==> config.mk <==
export PLATFORM = sky130hd
export DESIGN_NAME = cslru_lookup
export DESIGN_NICKNAME = d
export VERILOG_FILES = /design/src/hdl/cslru_pkg.sv /design/src/hdl/cslru_lookup.sv
export SDC_FILE = /design/constraint.sdc
export NUM_CORES = 1
export LEC_CHECK = 0
export ABC_CLOCK_PERIOD_IN_PS = 5300
export BUFFER_PORTS_ARGS = -buffer_cell sky130_fd_sc_hd__buf_4
export CAP_MARGIN = 5
export CORE_AREA = 5 5 119 121
export DETAILED_ROUTE_END_ITERATION = 12
export DIE_AREA = 0 0 124 126
export GPL_TIMING_DRIVEN = 1
export PLACE_DENSITY = 0.73
export SYNTH_ARGS = -nofsm -noshare
export SYNTH_HDL_FRONTEND = slang
export SYNTH_SLANG_ARGS = --single-unit
==> constraint.sdc <==
create_clock -name vclk -period 5.3
set_clock_uncertainty 0.2 [all_clocks]
set_input_delay 0.53 -clock vclk [all_inputs]
set_output_delay 0.53 -clock vclk [all_outputs]
set_load 0.005 [all_outputs]
==> src/hdl/cslru_pkg.sv <==
package cslru_pkg;

  localparam int WAYS_DEF = 4;
  localparam int SETS_DEF = 256;

  localparam int ADDR_W = 32;
  localparam int TAG_W  = 32;
  localparam int TIME_W = 13;
  localparam int CFG_W  = 12;

  // widest set index before the modulo: up to 15 index bits
  localparam int IDX_XW = 15;

  localparam logic [1:0] CFG_OFFSET_BITS  = 2'd0;
  localparam logic [1:0] CFG_INDEX_BITS   = 2'd1;
  localparam logic [1:0] CFG_HIT_TIME     = 2'd2;
  localparam logic [1:0] CFG_MISS_LATENCY = 2'd3;

  localparam logic [3:0]  OFFSET_BITS_RST  = 4'd6;
  localparam logic [3:0]  INDEX_BITS_RST   = 4'd8;
  localparam logic [7:0]  HIT_TIME_RST     = 8'd1;
  localparam logic [11:0] MISS_LATENCY_RST = 12'd10;

  localparam logic [1:0] FILL_NONE     = 2'd0;
  localparam logic [1:0] FILL_EMPTY    = 2'd1;
  localparam logic [1:0] FILL_REPLACED = 2'd2;

  typedef struct packed {
    logic       hit;
    logic [1:0] fill_kind;
    logic [1:0] way;
  } lookup_res_t;

endpackage

==> src/hdl/cslru_lookup.sv <==
module cslru_lookup import cslru_pkg::*; #(
  parameter int WAYS = WAYS_DEF,
  parameter int AGW  = (WAYS > 1) ? $clog2(WAYS) : 1
) (
  input  logic [WAYS-1:0]            valid_in,
  input  logic [WAYS-1:0][TAG_W-1:0] tags_in,
  input  logic [WAYS-1:0][AGW-1:0]   ages_in,
  input  logic [TAG_W-1:0]           tag,
  output logic [WAYS-1:0]            valid_out,
  output logic [WAYS-1:0][TAG_W-1:0] tags_out,
  output logic [WAYS-1:0][AGW-1:0]   ages_out,
  output lookup_res_t                res
);

  logic           hit_any;
  logic [AGW-1:0] hit_way;
  logic [AGW-1:0] victim;
  logic [AGW-1:0] sel;
  logic [AGW-1:0] old_age;

  // descending scans leave the lowest matching way
  always_comb begin
    hit_any = 1'b0;
    hit_way = '0;
    victim  = '0;
    for (int w = WAYS - 1; w >= 0; w--) begin
      if (valid_in[w] && tags_in[w] == tag) begin
        hit_any = 1'b1;
        hit_way = AGW'(w);
      end
      if (ages_in[w] == '0) begin
        victim = AGW'(w);
      end
    end
  end

  assign sel     = hit_any ? hit_way : victim;
  assign old_age = ages_in[sel];

  always_comb begin
    valid_out = valid_in;
    tags_out  = tags_in;
    for (int w = 0; w < WAYS; w++) begin
      if (AGW'(w) == sel) begin
        ages_out[w] = AGW'(WAYS - 1);
      end else if (hit_any) begin
        ages_out[w] = (ages_in[w] > old_age) ? ages_in[w] - 1'b1 : ages_in[w];
      end else begin
        ages_out[w] = (ages_in[w] != '0) ? ages_in[w] - 1'b1 : ages_in[w];
      end
    end
    if (!hit_any) begin
      valid_out[sel] = 1'b1;
      tags_out[sel]  = tag;
    end
  end

  always_comb begin
    res.hit = hit_any;
    res.way = 2'(sel);
    if (hit_any) begin
      res.fill_kind = FILL_NONE;
    end else if (valid_in[sel]) begin
      res.fill_kind = FILL_REPLACED;
    end else begin
      res.fill_kind = FILL_EMPTY;
    end
  end

endmodule

==> results_dict.tcl <==
set metrics [dict create \
    cts_resized 0 \
    register_area_um2 0 \
    slew_headroom_pct 44.45 \
    start_util_pct 32.97 \
    drc 0 \
    routed_wl_um 21700 \
    post_cts_buffers 0 \
    critPathLaunchType "input port" \
    hold_viol_final 0 \
    cts_hold_buf 0 \
    fill_cells 1283 \
    port_buffers 317 \
    die_y_um 126 \
    synth_area_leaders "mux2_2 (25%), xor2_1 (19%), mux2_1 (8.4%), xnor2_1 (8.4%), ha_1 (5.8%)" \
    slew_viol_final 0 \
    diodes 0 \
    design_area_mm2 0.006680 \
    hp-start "tags_in[52]" \
    pre_cts_ws_ns 0.1289 \
    io_pins 317 \
    layout_setup_ws_ns 0.2533 \
    overflow 0 \
    netlist_area_mm2 0.004279 \
    nClkBuffers 0 \
    place_inst 965 \
    yosys.area.top_type "mux2_2" \
    core_mm2 0.01298 \
    vias 5181 \
    p_leak_nw 2.973 \
    grt_pass1_wl_um 30970 \
    syn_nets 707 \
    power_density_mw_per_mm2 107.9 \
    ys_top_cells_by_count "mux2_2 (96), xor2_1 (91), xnor2_1 (41)" \
    layout-drive-gt1-share_pct 54.37 \
    drt_iter0_markers 380 \
    max_cap_viol_count 0 \
    drt-vias-per-instance 5.369 \
    syn_to_final_growth_pct 56.11 \
    ys_types 42 \
    synth_top_cell_area_share_pct 25.26 \
    setup_viol 0 \
    vdd_drop_max_mv 0.06833 \
    power.total_mw 0.7206 \
    crit_path_max_fanout 8 \
    crit_type "input port to output port" \
    finalNonFillerCells 965 \
    postPlaceCellArea_mm2 0.006671 \
    postSynthCellCount 515 \
    grt_usage_pct 25.89 \
    end_kind "output port" \
    yosysSeqAreaShare_pct 0 \
    n_sequential_cell 0 \
    grt_setup_unrepaired "no" \
    globalplace.congestion 0.9162 \
    yosys_warnings 0 \
    hpwl_um 18830 \
    critPathLaunch "tag[19]" \
    fmax_mhz 198.2 \
    layout.nets 983 \
    wire_per_inst_um 22.49 \
    grt_max_degree 34 \
    antenna_found_initial 0 \
    crit_required_ns 4.57 \
    syn_area_per_cell_um2 8.309 \
    ant_nets 0 \
    drtPass1Iterations 5 \
    die_width_um 124 \
    outcome "finished clean" \
    setup_tns_ns 0 \
    critPathArrivalTime_ns 4.32 \
    finalCritPeriodShare_pct 95.22 \
    yosysMostFrequentCell "mux2_2" \
    die_area_mm2 0.01562 \
    grt_pass1_vias 5238 \
    min_period_ns 5.047 \
    num_rows 42 \
    tightest_slew_ns 0.8257 \
    hp-class "input port to output port" \
    multi_input_area_mm2 0.003998 \
]
per-stage QoR:
stage               utilization, %  hold slack (ns)
floorplan                        -           0.9479
global placement             51.40            1.157
detailed placement           51.40            1.161
CTS                          51.40            1.161
global route                 51.47            1.177
finish                       51.47            1.157
critical path, cell delays in order:
cell and delay (ns):
buf_4 0.16, xor2_1 0.18, nor4_1 0.34, nand4_1 0.12, or4_1 0.68, and2_0 0.32
nand2_1 0.21, inv_1 0.17, a32o_1 0.31, ha_1 0.30, nor2b_1 0.13, o21ai_0 0.31
xnor2_1 0.11, mux2i_1 0.14, o21ai_0 0.15, buf_4 0.16
power by group:
| part | internal (mW) | switching (mW) | total, mW |
|---|---|---|---|
| combinational | 0.379 | 0.342 | 0.721 |
| clock | 0 | 0 | 0 |
| sequential | 0 | 0 | 0 |
worst paths after layout:
kind / cells after the start / slack [ns] / endpoint
worst max-delay path: 16 / 0.25 / ages_out[2]
worst min-delay path: 3 / 1.16 / tags_out[52]
cells by family (layout without fill, tap and decap cells):
group | after synthesis | in the layout | share of synthesized area (%)
AOI/OAI and AO/OA | 37 | 37 | 5.673
xor gates and xnor gates | 132 | 132 | 27.02
adders and majority gates | 20 | 20 | 5.848
buffers and inverters | 60 | 334 | 7.076
muxes | 136 | 136 | 35.56
and+or+nand+nor | 130 | 130 | 18.83
final cells by class:
class	instances	share of cell area, %
Multi-Input combinational cell	455	59.84
Timing Repair Buffer	322	36.19
Tap cell	176	3.296
Inverter	12	0.6743
cell usage in the layout, fill, tap and decap left out, types with 2 or more instances in the layout:
| master | n |
|---|---|
| nor3_1 | 6 |
| or4_1 | 3 |
| nor2b_1 | 7 |
| mux2i_1 | 8 |
| nand4_1 | 15 |
| o21ai_0 | 23 |
| nor4b_1 | 4 |
| nor4_1 | 40 |
| xnor2_1 | 41 |
| inv_1 | 12 |
| nand2_1 | 17 |
| xor2_1 | 91 |
| mux2_2 | 96 |
| nand4b_1 | 7 |
| a32oi_1 | 4 |
| or2_2 | 4 |
| nand3_1 | 10 |
| and3_1 | 2 |
| mux2_1 | 32 |
| ha_1 | 20 |
| nor2_1 | 5 |
| buf_4 | 322 |
per-layer routing:
layer | routed length (um) | track usage [%] | part of all wire (%)
met1 | 8742 | 32.02 | 40
met2 | 10570 | 45.53 | 49
met3 | 1552 | 3.453 | 7.2
met4 | 836 | 8.827 | 3.9
met5 | 0 | 0 | 0
(Power assumes the default switching activity.)
