--- config.mk ---
export PLATFORM = sky130hd
export DESIGN_NAME = cslru_ram
export DESIGN_NICKNAME = d
export VERILOG_FILES = /design/src/hdl/cslru_ram.sv
export SDC_FILE = /design/constraint.sdc
export NUM_CORES = 1
export LEC_CHECK = 0
export BUFFER_PORTS_ARGS = -buffer_cell sky130_fd_sc_hd__buf_2
export CAP_MARGIN = 10
export CORE_MARGIN = 5
export CORE_UTILIZATION = 34
export DETAILED_ROUTE_END_ITERATION = 7
export PLACE_DENSITY = 0.52
export SYNTH_ARGS = -nofsm -noshare
export SYNTH_HDL_FRONTEND = slang
export SYNTH_SLANG_ARGS = --single-unit
--- constraint.sdc ---
create_clock -name clk -period 1.9 [get_ports clk]
set_clock_uncertainty 0.1 [all_clocks]
set_input_delay 0.19 -clock clk [delete_from_list [all_inputs] [get_ports clk]]
set_output_delay 0.19 -clock clk [all_outputs]
set_load 0.02 [all_outputs]
--- src/hdl/cslru_ram.sv ---
module cslru_ram #(
  parameter int WIDTH = 8,
  parameter int DEPTH = 16
) (
  input  logic                                   clk,
  input  logic                                   we,
  input  logic [(DEPTH > 1 ? $clog2(DEPTH) : 1)-1:0] waddr,
  input  logic [WIDTH-1:0]                       wdata,
  input  logic                                   re,
  input  logic [(DEPTH > 1 ? $clog2(DEPTH) : 1)-1:0] raddr,
  output logic [WIDTH-1:0]                       rdata
);

  logic [WIDTH-1:0] mem [DEPTH];

  always_ff @(posedge clk) begin
    if (we) begin
      mem[waddr] <= wdata;
    end
    if (re) begin
      rdata <= mem[raddr];
    end
  end

endmodule

==> flow_metrics.tcl, run 1 <==
set metrics [dict create \
    dp_hpwl_um 7037 \
    io_pins 27 \
    post_drt_wl_per_cell_um 21.48 \
    layout.cells.most_common "edfxtp_1" \
    fmax_ghz 0.6317 \
    syn_avg_cell_area_sq_um 22.83 \
    numPortBuffers 26 \
    die_w_um 134.0 \
    cp_data_arrival_time_ns 1.63 \
    diodes 0 \
    tritoncts "done" \
    die_h_um 134.0 \
    fill_cells 1332 \
    drive_above_1_share_pct 29.97 \
    grt_max_degree 24 \
    ir_drop_uv 539.7 \
    post_cts_buffers 0 \
    dieArea_sq_mm 0.01795 \
    slowest_stage "mux4_1" \
    critPathMaxStageDelay_ns 0.50 \
    wirelength_um 10420 \
    fin_nets 306 \
    grt_pass1_vias 2628 \
    hp-class "in2reg" \
    worstSkewPairLatency_ns 0.40 \
    worst-path-max-fanout 1 \
    p_int_w 0.005129 \
    crit_chain "mux4_1 -> a22oi_1 -> nand2_1" \
    slew-limit-headroom_pct 51.68 \
    yosysSeqAreaShare_pct 78.12 \
    synth_warnings 0 \
    use_met3_pct 4.464 \
    power_switching_w 0.001275 \
    rows 45 \
    p_leak_nw 2.070 \
    startpoint_type "register" \
    status "completed" \
    final-setup-viol-count 0 \
    post_cts_resized 0 \
    maxSlewViolCount 0 \
    ys_ff_latch 136 \
    cts-htree-levels 4 \
    overflow 0 \
    clock_path_buffers 2 \
    cts_sinks 136 \
    p_per_area_mw_per_mm2 1038 \
    numCtsBuffers 17 \
    layout_min_cycle_time_ns 1.583 \
    syn_area_sq_mm 0.005228 \
    cap_violations 0 \
    gp_congestion 0.6977 \
    path_class "reg2reg" \
    cts_hold_buffers 0 \
    synth_fp_nets 248 \
    initial_core_util_pct 34.51 \
    post-route-period-util_pct 83.32 \
    critPathRequiredTime_ns 1.94 \
    route.detailed.drc 0 \
    worstMarginPinSlew_ns 0.7232 \
    root_buffer "clkbuf_16" \
    use_met2_pct 19.17 \
    hold_violations 0 \
    via_per_inst 5.049 \
    grt_usage_pct 12.47 \
    use_met1_pct 16.32 \
    syn-instance-count 229 \
    firstDrtPassIters 5 \
    totalNegativeSetupSlack_ns 0 \
    clockPowerShare_pct 41.7 \
    grt.busiest_layer "met2" \
    fin_hold_ws_ns 0.06507 \
    most-common-layout-cells "edfxtp_1, buf_2, buf_4, mux4_2, clkbuf_16" \
    coreArea_sq_mm 0.01515 \
    ant_nets 0 \
    path_clk_slew_ns 0.05 \
    end_kind "register" \
    combPwrFrac_pct 5.1 \
    grt_pass1_wl_um 15790 \
    power_switching_share_pct 19.91 \
    num_vias 2449 \
    drt_iter0_markers 209 \
    syn2layout_area_growth_pct 17.98 \
    seqPwrFrac_pct 53.1 \
    rsz0062_at_grt "false" \
    synthDistinctLibCells 18 \
    antenna_found_initial 1 \
]
[path summary, 6_finish.rpt]
kind	to	start	cells after the start	slack, ns
worst min-delay path	rdata[3]	re	1	0.07
worst max-delay path	rdata[4]	mem[10][4]	3	0.32
worst max register to register	rdata[4]	mem[10][4]	3	0.32
worst min register to register	rdata[0]	mem[4][0]	3	0.64
[power groups by stage]
stage / Combinational, W / Clock (W) / Sequential (W)
finish: 0.000330 / 0.00267 / 0.00340
global route: 0.000359 / 0.00289 / 0.00340
CTS: 0.000339 / 0.00274 / 0.00340
detailed placement: 0.000339 / 0 / 0.00346
global placement: 0.000332 / 0 / 0.00346
floorplan: 0.000171 / 0 / 0.00347
[final cells by class]
cell class              instances  area, sq um  share of cell area [%]
flip-flops and latches        136         4084                   66.22
multi-input cells              83         1057                   17.14
clock buffers                  21        440.4                   7.141
repair buffers                 49        315.3                   5.113
well taps                     188        235.2                   3.814
clock inverters                 8        35.03                  0.5681
[sequential cells by signal (all words and copies together) (netlist names)]
register,flops
mem,128
rdata,8
[metal layers]
metal | part of all wire (%) | routed length [um]
met2 | 48 | 4950
met4 | 1.5 | 155
met3 | 4.9 | 506
met5 | 0.12 | 13
met1 | 46 | 4793
[stage by stage]
stage | worst slack [ns] | power, W | instance area, sq um | std cells | utilization [%]
floorplan | 0.1171 | 0.003645 | 5228 | 229 | -
global placement | 0.007365 | 0.003793 | 5692 | 456 | 37.58
detailed placement | 0.00001821 | 0.003801 | 5692 | 456 | 37.58
CTS | 0.2827 | 0.006477 | 6167 | 485 | 40.72
global route | 0.2441 | 0.006654 | 6167 | 485 | 40.72
finish | 0.3169 | 0.006405 | 6167 | 485 | 40.72
[kinds of logic (layout without fill, tap and decap cells)]
logic type	Yosys count	after routing	share of synthesized area (%)
simple gates	35	35	3.136
buf+inv	10	78	1.651
compound gates	16	16	2.298
mux	32	32	14.79
flops	136	136	78.12
[critical path, delay by kind of cell (launching register included)]
family | cells | cell delay [ns]
and+or+nand+nor | 1 | 0.08
AOI/OAI and AO/OA | 1 | 0.29
DFF | 1 | 0.37
muxes | 1 | 0.50
[Yosys cell counts]
master	n	area share [%]
clkdlybuf4s25_2	3	0.57
nand2_1	9	0.65
nand2b_1	2	0.24
mux4_2	18	7.8
mux4_1	14	7.0
buf_6	3	0.65
a22oi_1	16	2.3
and2b_1	1	0.14
nand3b_1	2	0.29
nor2b_1	1	0.12
nand3_1	1	0.096
buf_2	3	0.29
edfxtp_1	136	78
and2_1	1	0.12
nor2_1	13	0.93
buf_4	1	0.14
nor3_1	4	0.38
or3b_2	1	0.17
Note: power is estimated with default switching activity, not from simulation.
==> run 2: changes to the inputs <==
--- a/config.mk
+++ b/config.mk
@@ -10,7 +10,7 @@
 export CORE_MARGIN = 5
 export CORE_UTILIZATION = 34
 export DETAILED_ROUTE_END_ITERATION = 7
-export PLACE_DENSITY = 0.52
+export PLACE_DENSITY = 0.5
 export SYNTH_ARGS = -nofsm -noshare
 export SYNTH_HDL_FRONTEND = slang
 export SYNTH_SLANG_ARGS = --single-unit
==> constraint.sdc (replaced) <==
create_clock -name clk -period 1.5 [get_ports clk]
set_clock_uncertainty 0.1 [all_clocks]
set_input_delay 0.15 -clock clk [delete_from_list [all_inputs] [get_ports clk]]
set_output_delay 0.15 -clock clk [all_outputs]
set_load 0.02 [all_outputs]
==> run 2 against run 1 <==
The flow now finishes with violations (setup timing). Hold slack lost 0.038 ns. Routed wire length grew 4.5%. Register-to-register slack lost 0.34 ns. Combinational power grew 43%. Die area is the same. Fmax grew 4.1%. Sequential share of layout area shrank 1.7 points. Critical path depth is the same. Core utilization grew 1.1 points. Non-clock buffer count grew 11. Via count shrank 0.41%.
==> flow_metrics.tcl, run 2 (synthesis gave the netlist of run 1 again) <==
set metrics [dict create \
    antenna_found_initial 0 \
    dp_hpwl_um 7335 \
    io_pins 27 \
    coreArea_sq_mm 0.01515 \
    worstSkewPairLatency_ns 0.41 \
    crit_start "mem[1][5]" \
    fmax_ghz 0.6576 \
    clockPowerShare_pct 44.2 \
    seqPwrFrac_pct 50.3 \
    syn2layout_area_growth_pct 21.09 \
    combPwrFrac_pct 5.5 \
    initial_core_util_pct 34.51 \
    numCtsBuffers 17 \
    pre_cts_slack_ns -0.4186 \
    wirelength_um 10880 \
    reg2reg_slack_ns -0.02 \
    worstMarginPinSlew_ns 0.9451 \
    via_per_inst 4.917 \
    overflow 0 \
    final-setup-viol-count 3 \
    die_w_um 134.0 \
    worst_slack_ns -0.02076 \
    cts_hold_buffers 0 \
    worst-path-max-fanout 1 \
    critPathTopFamily "multiplexers" \
    post-route-period-util_pct 101.4 \
    path_clk_slew_ns 0.06 \
    fin_cells 496 \
    die_h_um 134.0 \
    drt_iter0_markers 208 \
    startpoint_type "register" \
    p_leak_nw 2.109 \
    firstDrtPassIters 4 \
    grt_max_degree 17 \
    fin_nets 317 \
    rsz0062_at_grt "true" \
    post_drt_wl_per_cell_um 21.94 \
    r2r-end "rdata[5]" \
    status "finished with violations" \
    route.detailed.drc 0 \
    grt_usage_pct 13.25 \
    cts-htree-levels 4 \
    gp_congestion 0.7201 \
    drive_above_1_share_pct 39.61 \
    power_switching_share_pct 19.58 \
    most-common-layout-cells "edfxtp_1, buf_4, mux4_2, buf_2, clkbuf_16" \
    p_per_area_mw_per_mm2 1352 \
    numPortBuffers 26 \
    power_switching_w 0.001676 \
    slowest_stage "mux4_2" \
    ant_nets 0 \
    end_kind "register" \
    r2r_start "mem[1][5]" \
    dp_cells 467 \
    slew-limit-headroom_pct 36.76 \
    r2r_cells 3 \
    violations "setup timing" \
    placed_cell_area_sq_mm 0.005804 \
    cp_data_arrival_time_ns 1.56 \
    largest_reg_flops 128 \
    crit_chain "mux4_2 -> a22oi_2 -> nand2_1" \
    layout.cells.most_common "edfxtp_1" \
    critPathRequiredTime_ns 1.54 \
    ir_drop_uv 825.8 \
    totalNegativeSetupSlack_ns -0.03752 \
    critPathCapture "rdata[5]" \
    p_int_w 0.006885 \
    path_class "reg2reg" \
    clock_path_buffers 2 \
    dieArea_sq_mm 0.01795 \
    hp-class "in2reg" \
    rows 45 \
    hold_violations 0 \
    top_register "mem" \
    layout_min_cycle_time_ns 1.521 \
    fin_area_sq_mm 0.006330 \
    maxSlewViolCount 0 \
    num_vias 2439 \
    crit_cells 3 \
    critPathBufInv 0 \
    top_regs "mem x128, rdata x8" \
    root_buffer "clkbuf_16" \
    cts_sinks 136 \
    grt_pass1_vias 2708 \
    cap_violations 0 \
    critPathMaxStageDelay_ns 0.48 \
    tritoncts "done" \
    hp-start "wdata[5]" \
    diodes 0 \
    grt_pass1_wl_um 17000 \
]
## run 2: changes by cell type in the layout (fill, tap and decap cells not counted), sizes merged
cell / delta
bufinv: +2
clkinv: -4
buf: +11
clkbuf: +2
## run 2: metal layers
layer / share of wire [%] / up-vias / wire (um) / GRT usage [%]
met4: 0.86 / 0 / 94 / 4.629
li1: - / 1101 / - / -
met1: 47 / 1260 / 5088 / 18.74
met2: 47 / 70 / 5080 / 19.88
met5: 0 / - / 0 / 0
met3: 5.7 / 8 / 620 / 3.601
## run 2: layout make-up
| cell class | instances | area [sq um] |
|---|---|---|
| clock inverters | 6 | 77.57 |
| fillers | 1335 | 8816 |
| repair buffers | 60 | 422.9 |
| flip-flops and latches | 136 | 4084 |
| clock buffers | 23 | 447.9 |
| well taps | 188 | 235.2 |
| multi-input cells | 83 | 1062 |
## run 2: stage by stage
stage | hold WS, ns | total power [W] | utilization [%]
3_3_place_gp | 0.4451 | 0.004835 | 38.32
2_1_floorplan | 0.1489 | 0.004620 | -
3_5_place_dp | 0.4517 | 0.004845 | 38.32
4_1_cts | 0.01261 | 0.008656 | 41.80
5_1_grt | 0.02948 | 0.008852 | 41.79
6_report | 0.02685 | 0.008560 | 41.79
## run 2: power by group through the flow
stage	sequential (W)	combinational (W)	clock (W)
2_1_floorplan	0.00440	0.000219	0
3_3_place_gp	0.00439	0.000450	0
3_5_place_dp	0.00439	0.000458	0
4_1_cts	0.00431	0.000477	0.00387
5_1_grt	0.00432	0.000516	0.00402
6_report	0.00431	0.000471	0.00378
## run 2: worst min path at each step
| stage | end | cells after the start |
|---|---|---|
| after floorplan | mem[0][0] | 0 |
| after global placement | mem[7][0] | 1 |
| after detailed placement | mem[1][5] | 1 |
| after CTS | mem[1][5] | 1 |
| after global routing | mem[13][5] | 1 |
| final | mem[1][5] | 1 |
## run 2: what timing repair did
item,CTS,global route
setup endpoints to repair,8,8
pin swaps,7,5
resized for setup,16,5
hold endpoints to repair,0,0
setup buffers,0,0
## run 2: worst reg2reg max path: cells and delay by family, from the launching register on
kind	cells	cell delay, ns
AOI/OAI and AO/OA	1	0.19
DFF	1	0.37
muxes	1	0.48
and+or+nand+nor	1	0.12
